$ cat src/sv/urr_pkg.sv
`timescale 1ns / 1ps
// Shared types and constants of the round-robin ultrasonic ranger.
// No dependencies; every other file of the block imports this package.
package urr_pkg;

    // Event kinds on the input channel.
    localparam logic FUNC_POLL = 1'b0;
    localparam logic FUNC_ECHO = 1'b1;

    // Result kinds on the output channel.
    localparam logic KIND_REPORT  = 1'b0;
    localparam logic KIND_TRIGGER = 1'b1;

    // Reach of the 4-bit sensor index.
    localparam int INDEX_REACH = 16;

    // Distance conversion: 29 us per cm each way, so 58 us per cm of range.
    localparam int          SOUND_US_PER_CM = 29;
    localparam int          ROUND_TRIP      = 2;
    localparam logic [7:0]  UNKNOWN_CM      = 8'd199;
    // Elapsed times at or above this value saturate to the unknown distance.
    localparam logic [31:0] SAT_US = 32'((UNKNOWN_CM + 1) * SOUND_US_PER_CM * ROUND_TRIP);
    // floor(x / 29) = (x * RECIP_29) >> RECIP_SHIFT for every x below SAT_US / 2.
    localparam logic [15:0] RECIP_29    = 16'd36158;
    localparam int          RECIP_SHIFT = 20;
    localparam int          HALF_W      = 13;

    // Entries in the command queue between front and back.
    localparam int QUEUE_DEPTH = 4;

    // Input item.
    typedef struct packed {
        logic        func;
        logic        echo_level;
        logic [31:0] time_us;
    } in_item_t;

    // Result item.
    typedef struct packed {
        logic       kind;
        logic [3:0] sensor_index;
        logic [7:0] distance_cm;
        logic       last;
    } out_item_t;

    // Work handed from the front to the back.
    typedef enum logic [1:0] {
        CMD_TRIGGER,
        CMD_MISS_TRIGGER,
        CMD_REPORT
    } cmd_op_t;

    typedef struct packed {
        cmd_op_t             op;
        logic [3:0]          prev_sensor;
        logic [3:0]          sensor;
        logic                sat;
        logic [HALF_W-1:0]   half_elapsed;
    } cmd_t;

endpackage

$ cat src/sv/urr_front.sv
`timescale 1ns / 1ps
// Front end of the ranger: accepts events, keeps the rotation and echo state,
// and turns each event into a queued command. Depends on urr_pkg.
module urr_front #(
    parameter int SENSOR_SLOTS = 16
) (
    input  logic             clk,
    input  logic             rst_n,
    input  logic             cfg_we,
    input  logic [4:0]       cfg_wdata,
    input  logic             in_valid,
    output logic             in_stall,
    input  urr_pkg::in_item_t in_item,
    output logic             push_valid,
    output urr_pkg::cmd_t    push_cmd,
    input  logic             queue_full
);
    import urr_pkg::*;

    // Number of sensors the rotation can reach at all.
    localparam logic [4:0] CAP = (SENSOR_SLOTS < INDEX_REACH) ? 5'(SENSOR_SLOTS)
                                                              : 5'(INDEX_REACH);

    logic [4:0]  sensor_count_reg;
    logic [3:0]  active_reg, active_next;
    logic        pending_reg, pending_next;
    logic [31:0] start_reg, start_next;

    logic        accept;
    logic [4:0]  eff_count;
    logic [4:0]  inc;
    logic [3:0]  rotated;
    logic [31:0] elapsed;

    // An event is taken whenever the queue has room.
    assign in_stall = queue_full;
    assign accept   = in_valid && !queue_full;

    // Enabled sensors, limited to the reachable range.
    assign eff_count = (sensor_count_reg > CAP) ? CAP : sensor_count_reg;

    // Next sensor in the rotation, wrapping at the enabled count.
    assign inc     = {1'b0, active_reg} + 5'd1;
    assign rotated = (inc >= eff_count) ? 4'd0 : inc[3:0];

    // Modular echo duration.
    assign elapsed = in_item.time_us - start_reg;

    // Classify the event and update the measurement state.
    always_comb
    begin
        active_next  = active_reg;
        pending_next = pending_reg;
        start_next   = start_reg;
        push_valid   = 1'b0;
        push_cmd.op           = CMD_REPORT;
        push_cmd.prev_sensor  = active_reg;
        push_cmd.sensor       = active_reg;
        push_cmd.sat          = (elapsed >= SAT_US);
        push_cmd.half_elapsed = elapsed[HALF_W:1];
        if (accept)
        begin
            if (in_item.func == FUNC_POLL)
            begin
                if (eff_count != 5'd0)
                begin
                    active_next     = rotated;
                    pending_next    = 1'b1;
                    push_valid      = 1'b1;
                    push_cmd.op     = pending_reg ? CMD_MISS_TRIGGER : CMD_TRIGGER;
                    push_cmd.sensor = rotated;
                end
            end
            else if (in_item.echo_level)
            begin
                pending_next = 1'b1;
                start_next   = in_item.time_us;
            end
            else
            begin
                pending_next = 1'b0;
                push_valid   = 1'b1;
            end
        end
    end

    // Configuration register.
    always_ff @(posedge clk or negedge rst_n)
    begin
        if (!rst_n)
        begin
            sensor_count_reg <= 5'd0;
        end
        else if (cfg_we)
        begin
            sensor_count_reg <= cfg_wdata;
        end
    end

    // Measurement state.
    always_ff @(posedge clk or negedge rst_n)
    begin
        if (!rst_n)
        begin
            active_reg  <= 4'd0;
            pending_reg <= 1'b0;
            start_reg   <= 32'd0;
        end
        else
        begin
            active_reg  <= active_next;
            pending_reg <= pending_next;
            start_reg   <= start_next;
        end
    end

    // A sensor chosen by a poll tick is always inside the enabled range.
    assert property (@(posedge clk) disable iff (!rst_n)
        (push_valid && push_cmd.op != CMD_REPORT) |-> ({1'b0, push_cmd.sensor} < eff_count))
        else $error("Rotation picked a sensor outside the enabled range.");

    // A poll tick with sensors enabled leaves the echo pending.
    assert property (@(posedge clk) disable iff (!rst_n)
        (accept && (in_item.func == FUNC_POLL) && (eff_count != 5'd0)) |=> pending_reg)
        else $error("Poll tick did not mark the echo pending.");

    // A falling echo edge clears the pending flag.
    assert property (@(posedge clk) disable iff (!rst_n)
        (accept && (in_item.func == FUNC_ECHO) && !in_item.echo_level) |=> !pending_reg)
        else $error("Falling echo edge did not clear the pending flag.");

endmodule

$ cat src/sv/urr_queue.sv
`timescale 1ns / 1ps
// Short command queue that decouples the front from the back.
// Depends on urr_pkg for the command type and depth.
module urr_queue (
    input  logic          clk,
    input  logic          rst_n,
    input  logic          push_valid,
    input  urr_pkg::cmd_t push_cmd,
    output logic          full,
    input  logic          pop,
    output logic          head_valid,
    output urr_pkg::cmd_t head_cmd
);
    import urr_pkg::*;

    localparam int PTR_W = (QUEUE_DEPTH > 1) ? $clog2(QUEUE_DEPTH) : 1;
    localparam int CNT_W = $clog2(QUEUE_DEPTH + 1);
    localparam logic [PTR_W-1:0] LAST_PTR = PTR_W'(QUEUE_DEPTH - 1);

    cmd_t             entry_reg [QUEUE_DEPTH];
    logic [PTR_W-1:0] wr_ptr_reg, wr_ptr_next;
    logic [PTR_W-1:0] rd_ptr_reg, rd_ptr_next;
    logic [CNT_W-1:0] count_reg, count_next;
    logic             do_push, do_pop;

    assign full       = (count_reg == CNT_W'(QUEUE_DEPTH));
    assign head_valid = (count_reg != '0);
    assign head_cmd   = entry_reg[rd_ptr_reg];

    assign do_push = push_valid && !full;
    assign do_pop  = pop && head_valid;

    // Pointer and fill count updates.
    always_comb
    begin
        wr_ptr_next = wr_ptr_reg;
        rd_ptr_next = rd_ptr_reg;
        count_next  = count_reg;
        if (do_push)
        begin
            wr_ptr_next = (wr_ptr_reg == LAST_PTR) ? '0 : wr_ptr_reg + PTR_W'(1);
        end
        if (do_pop)
        begin
            rd_ptr_next = (rd_ptr_reg == LAST_PTR) ? '0 : rd_ptr_reg + PTR_W'(1);
        end
        if (do_push && !do_pop)
        begin
            count_next = count_reg + CNT_W'(1);
        end
        else if (do_pop && !do_push)
        begin
            count_next = count_reg - CNT_W'(1);
        end
    end

    always_ff @(posedge clk or negedge rst_n)
    begin
        if (!rst_n)
        begin
            wr_ptr_reg <= '0;
            rd_ptr_reg <= '0;
            count_reg  <= '0;
        end
        else
        begin
            wr_ptr_reg <= wr_ptr_next;
            rd_ptr_reg <= rd_ptr_next;
            count_reg  <= count_next;
        end
    end

    // Entry storage.
    always_ff @(posedge clk)
    begin
        if (do_push)
        begin
            entry_reg[wr_ptr_reg] <= push_cmd;
        end
    end

    // The fill count never passes the depth.
    assert property (@(posedge clk) disable iff (!rst_n)
        count_reg <= CNT_W'(QUEUE_DEPTH))
        else $error("Command queue overfilled.");

    // Pointers meet whenever the queue is empty or full.
    assert property (@(posedge clk) disable iff (!rst_n)
        (count_reg == '0 || count_reg == CNT_W'(QUEUE_DEPTH)) |-> (wr_ptr_reg == rd_ptr_reg))
        else $error("Queue pointers disagree with the fill count.");

    // The front never offers a command to a full queue.
    assert property (@(posedge clk) disable iff (!rst_n)
        push_valid |-> !full)
        else $error("Command pushed into a full queue.");

endmodule

$ cat src/sv/urr_back.sv
`timescale 1ns / 1ps
// Back end of the ranger: executes queued commands, converts echo time to
// centimeters and holds the output register. Depends on urr_pkg.
module urr_back (
    input  logic               clk,
    input  logic               rst_n,
    input  logic               head_valid,
    input  urr_pkg::cmd_t      head_cmd,
    output logic               pop,
    output logic               out_valid,
    input  logic               out_stall,
    output urr_pkg::out_item_t out_item
);
    import urr_pkg::*;

    localparam int PROD_W = HALF_W + 16;

    out_item_t          out_reg, out_next;
    logic               out_valid_reg, out_valid_next;
    logic               phase_reg, phase_next;
    logic               load;
    logic [PROD_W-1:0]  product;
    logic [7:0]         quotient;

    // Divide the half duration by 29 through the reciprocal.
    assign product  = PROD_W'(head_cmd.half_elapsed) * PROD_W'(RECIP_29);
    assign quotient = product[RECIP_SHIFT+7:RECIP_SHIFT];

    // The output register takes a new result when empty or being drained.
    assign load = !out_valid_reg || !out_stall;

    // Build the next result; a miss-then-trigger command takes two transfers.
    always_comb
    begin
        out_next       = out_reg;
        out_valid_next = out_valid_reg && out_stall;
        phase_next     = phase_reg;
        pop            = 1'b0;
        if (load && head_valid)
        begin
            out_valid_next = 1'b1;
            case (head_cmd.op)
                CMD_MISS_TRIGGER:
                begin
                    if (!phase_reg)
                    begin
                        out_next.kind         = KIND_REPORT;
                        out_next.sensor_index = head_cmd.prev_sensor;
                        out_next.distance_cm  = UNKNOWN_CM;
                        out_next.last         = 1'b0;
                        phase_next            = 1'b1;
                    end
                    else
                    begin
                        out_next.kind         = KIND_TRIGGER;
                        out_next.sensor_index = head_cmd.sensor;
                        out_next.distance_cm  = 8'd0;
                        out_next.last         = 1'b1;
                        phase_next            = 1'b0;
                        pop                   = 1'b1;
                    end
                end
                CMD_TRIGGER:
                begin
                    out_next.kind         = KIND_TRIGGER;
                    out_next.sensor_index = head_cmd.sensor;
                    out_next.distance_cm  = 8'd0;
                    out_next.last         = 1'b1;
                    pop                   = 1'b1;
                end
                default:
                begin
                    out_next.kind         = KIND_REPORT;
                    out_next.sensor_index = head_cmd.sensor;
                    out_next.distance_cm  = head_cmd.sat ? UNKNOWN_CM : quotient;
                    out_next.last         = 1'b1;
                    pop                   = 1'b1;
                end
            endcase
        end
    end

    always_ff @(posedge clk or negedge rst_n)
    begin
        if (!rst_n)
        begin
            out_valid_reg <= 1'b0;
            phase_reg     <= 1'b0;
        end
        else
        begin
            out_valid_reg <= out_valid_next;
            phase_reg     <= phase_next;
        end
    end

    // Result payload.
    always_ff @(posedge clk)
    begin
        out_reg <= out_next;
    end

    assign out_valid = out_valid_reg;
    assign out_item  = out_reg;

    // The second half of a split command is still at the queue head.
    assert property (@(posedge clk) disable iff (!rst_n)
        phase_reg |-> (head_valid && head_cmd.op == CMD_MISS_TRIGGER))
        else $error("Split command lost from the queue head.");

    // Only the unknown report of a missed echo is not the last result.
    assert property (@(posedge clk) disable iff (!rst_n)
        (out_valid && !out_item.last) |->
            (out_item.kind == KIND_REPORT && out_item.distance_cm == UNKNOWN_CM))
        else $error("Non-final result is not an unknown report.");

    // A missed-echo report is followed by its trigger in the next transfer.
    assert property (@(posedge clk) disable iff (!rst_n)
        (out_valid && !out_stall && !out_item.last) |=>
            (out_valid && out_item.kind == KIND_TRIGGER))
        else $error("Trigger did not follow the missed-echo report.");

endmodule

$ cat src/sv/ultrasonic_round_robin_ranger.sv
`timescale 1ns / 1ps
// Top level of the round-robin ultrasonic ranger: front, command queue, back.
// Depends on urr_pkg, urr_front, urr_queue and urr_back.
//
//   Channel   Handshake                Payload      Direction
//   in        in_valid / in_stall      in_item      into block
//   out       out_valid / out_stall    out_item     out of block
//   cfg       cfg_we                   cfg_wdata    into block
//
// One event is accepted per cycle while the four-entry command queue has room.
// A result passes through the command queue and then the output register; a poll tick
// that finds its echo still pending gives two results, so the output side sustains one
// transfer per cycle while out_stall is low, and the queue soaks up the extra.
// Reset is asynchronous and active low and clears the rotation, echo state and
// sensor count. A stall on the output holds the output register; the queue then
// fills and in_stall rises once it is full.
module ultrasonic_round_robin_ranger #(
    parameter int SENSOR_SLOTS = 16
) (
    input  logic               clk,
    input  logic               rst_n,
    input  logic               cfg_we,
    input  logic [4:0]         cfg_wdata,
    input  logic               in_valid,
    output logic               in_stall,
    input  urr_pkg::in_item_t  in_item,
    output logic               out_valid,
    input  logic               out_stall,
    output urr_pkg::out_item_t out_item
);
    import urr_pkg::*;

    logic  push_valid;
    cmd_t  push_cmd;
    logic  queue_full;
    logic  pop;
    logic  head_valid;
    cmd_t  head_cmd;

    // Event classification and measurement state.
    urr_front #(
        .SENSOR_SLOTS (SENSOR_SLOTS)
    ) u_front (
        .clk        (clk),
        .rst_n      (rst_n),
        .cfg_we     (cfg_we),
        .cfg_wdata  (cfg_wdata),
        .in_valid   (in_valid),
        .in_stall   (in_stall),
        .in_item    (in_item),
        .push_valid (push_valid),
        .push_cmd   (push_cmd),
        .queue_full (queue_full)
    );

    // Decoupling queue.
    urr_queue u_queue (
        .clk        (clk),
        .rst_n      (rst_n),
        .push_valid (push_valid),
        .push_cmd   (push_cmd),
        .full       (queue_full),
        .pop        (pop),
        .head_valid (head_valid),
        .head_cmd   (head_cmd)
    );

    // Result generation.
    urr_back u_back (
        .clk        (clk),
        .rst_n      (rst_n),
        .head_valid (head_valid),
        .head_cmd   (head_cmd),
        .pop        (pop),
        .out_valid  (out_valid),
        .out_stall  (out_stall),
        .out_item   (out_item)
    );

endmodule

$ cat config.mk
export PLATFORM = sky130hd
export DESIGN_NAME = ultrasonic_round_robin_ranger
export DESIGN_NICKNAME = d
export VERILOG_FILES = /design/src/sv/urr_pkg.sv /design/src/sv/urr_front.sv /design/src/sv/urr_queue.sv /design/src/sv/urr_back.sv /design/src/sv/ultrasonic_round_robin_ranger.sv
export SDC_FILE = /design/constraint.sdc
export NUM_CORES = 1
export LEC_CHECK = 0
export ABC_CLOCK_PERIOD_IN_PS = 14800
export BUFFER_PORTS_ARGS = -buffer_cell sky130_fd_sc_hd__buf_2
export CORE_ASPECT_RATIO = 0.7
export CORE_MARGIN = 5
export CORE_UTILIZATION = 55
export CTS_CLUSTER_SIZE = 40
export DETAILED_ROUTE_END_ITERATION = 6
export HOLD_SLACK_MARGIN = 0.1
export PLACE_DENSITY = 0.73
export REMOVE_ABC_BUFFERS = 1
export SETUP_SLACK_MARGIN = 0.4
export SYNTH_ARGS = -nofsm -noshare
export SYNTH_HDL_FRONTEND = slang
export SYNTH_SLANG_ARGS = --single-unit
$ cat constraint.sdc
create_clock -name clk -period 14.8 [get_ports clk]
set_input_delay 2.96 -clock clk [delete_from_list [all_inputs] [get_ports clk]]
set_output_delay 2.96 -clock clk [all_outputs]
set_load 0.1 [all_outputs]
==> impl_metrics.json <==
{
  "max_clock_freq_ghz": 0.150,
  "rows": 44,
  "antenna_cells": 0,
  "worst_slew_pin_slew_ps": 979,
  "place_congestion": 0.891,
  "grt_pass1_vias": 7440,
  "ys_warn_count": 0,
  "overflow": 0,
  "dr.pass1.iters": 5,
  "drv_slew": 0,
  "yosysTopAreaCell": "edfxtp_1",
  "yosysUniqueCellTypes": 72,
  "holdBufCountCts": 0,
  "critPathCaptureType": "flip-flop",
  "cts.sinks": 161,
  "grt_max_degree": 52,
  "vias": 7317,
  "ys_seq_area_frac": 0.400,
  "io_pins": 60,
  "die_w_um": 182,
  "setup_violations": 0,
  "via_per_inst": 5.49,
  "hold_viol_final": 0,
  "fin_tns_setup_ps": 0,
  "fin_crit_ps": 6650,
  "synthTopCellsByArea": "edfxtp_1, ha_1, dfrtp_1, fa_1, inv_1",
  "rsz0062_at_grt": "no",
  "yosysMostFrequentCell": "inv_1",
  "multi_input_comb_area_um2": 6140,
  "regArea_um2": 4580,
  "fp.dieArea_um2": 23800,
  "netlist_instances": 971,
  "synth_edf_count": 110,
  "grtUsageTotal": 0.198,
  "ys.flop_type": "edfxtp_1",
  "status": "finished, final reports clean",
  "avgSynthCellArea_um2": 11.8,
  "synthArstFlopShare": 0.317,
  "synth_area_um2": 11400,
  "start_kind": "flip-flop",
  "cts_buffers": 17,
  "clkTransAtPathRegs_ps": 70,
  "largest_reg_flops": 96,
  "die_h_um": 131,
  "antenna_found_initial": 0,
  "start_util": 0.556,
  "cts.path.max_buffers": 2,
  "post-dp-hpwl_um": 17000,
  "cts-root-buf": "clkbuf_16",
  "htreeDepth": 4,
  "critical_path_class": "flip-flop to flip-flop",
  "postRouteWirelength_um": 22400,
  "post_cts_resized": 0,
  "min_path_type": "flip-flop to flip-flop",
  "layout-drive-gt1-share": 0.165,
  "drc_errors": 0,
  "synth-seq-cells": 161,
  "cts_setup_buffers": 0,
  "area_delta_synth_final_pct": 11.2,
  "drt-initial-drc-count": 491,
  "synth_top_area_frac": 0.288,
  "fill_cells": 1613,
  "cp.arrival_ps": 6800,
  "worst_slew_margin_rel": 0.348,
  "grt_pass1_wl_um": 38000,
  "core_um2": 20600,
  "cp_max_fo": 23,
  "cts_tree": "built",
  "port-buffer-count": 59,
  "finalClockSkew_ps": 18.9,
  "synth_common_cells": "inv_1, ha_1, edfxtp_1",
  "crit_required_ps": 14950,
  "wl_per_cell_um": 16.8,
  "finish.net_count": 1284,
  "insertion_delay_ps": 430,
  "drv_cap": 0,
  "finalCritPeriodShare": 0.449,
  "ant_nets": 0
}
==> critical path: stages, from the launching register on <==
cell,delay [ps]
dfrtp_1,490
buf_4,440
mux4_2,680
fa_1,660
inv_1,80
fa_1,510
inv_1,60
fa_1,440
fa_1,520
inv_1,60
fa_1,530
inv_1,50
ha_1,320
a21oi_1,190
o21ai_0,140
nand3_1,100
a21o_1,160
a41oi_4,140
and4_4,230
a2111oi_4,320
xnor2_1,160
a21oi_1,80
==> worst paths after layout <==
path                                        from              endpoint  slack (ps)  depth (start not counted)
min in group asynchronous                  rst_n      u_back.out_valid        2630                          2
min reg2reg                 u_queue.count_reg[2]  u_queue.count_reg[2]         490                          1
min                         u_queue.count_reg[2]  u_queue.count_reg[2]         490                          1
max in group asynchronous                  rst_n  u_front.start_reg[6]       11680                          2
max reg2reg                u_queue.rd_ptr_reg[0]    u_back.out_item[8]        8150                         21
max                        u_queue.rd_ptr_reg[0]    u_back.out_item[8]        8150                         21
==> logic make-up after synthesis <==
family,Yosys count,synth area share
xor+xnor,32,0.0245
simple gates,170,0.0739
mux,71,0.0930
buf+inv,193,0.0640
fa+ha+maj,196,0.252
compound gates,148,0.0925
flops,161,0.400
==> cell usage in the layout, fill, tap and decap left out, drive strengths merged, types with 16 or more instances in the layout <==
cell    instances
dfrtp          51
inv           188
o21ai          23
nor2           35
mux2           40
nand2          45
mux4           24
xor2           16
edfxtp        110
a21oi          46
xnor2          16
nand3          17
fa             58
ha            138
clkbuf         17
buf            67
==> cell type report <==
class                      count  share of cell area
multi-input combinational    617               0.482
sequential                   161               0.360
inverter                     180              0.0530
clock buffer                  17              0.0334
timing repair buffer          67              0.0279
tap                          276              0.0271
clock inverter                15              0.0172
==> stage by stage <==
| stage | utilization | setup slack (ps) | area (um^2) | std cells | hold WS (ps) |
|---|---|---|---|---|---|
| final | 0.619 | 8150 | 12700 | 1333 | 490 |
| after global routing | 0.619 | 7720 | 12700 | 1333 | 512 |
| after global placement | 0.587 | 8240 | 12100 | 1301 | 460 |
| after detailed placement | 0.587 | 8130 | 12100 | 1301 | 483 |
| after CTS | 0.619 | 8110 | 12700 | 1333 | 496 |
| after floorplan | - | 8200 | 11400 | 958 | 445 |
==> metal layers <==
layer  wire length [um]  vias up  global-route usage
li1                   -     3559                   -
met1              11600     3544               0.304
met2               9520      195               0.299
met3               1110       19              0.0393
met4                175        0              0.0344
met5                  0        -                   0
Power is left out: the tool's default activity adds up to more than one toggle a clock period on the data nets, which glitch-free logic cannot reach.
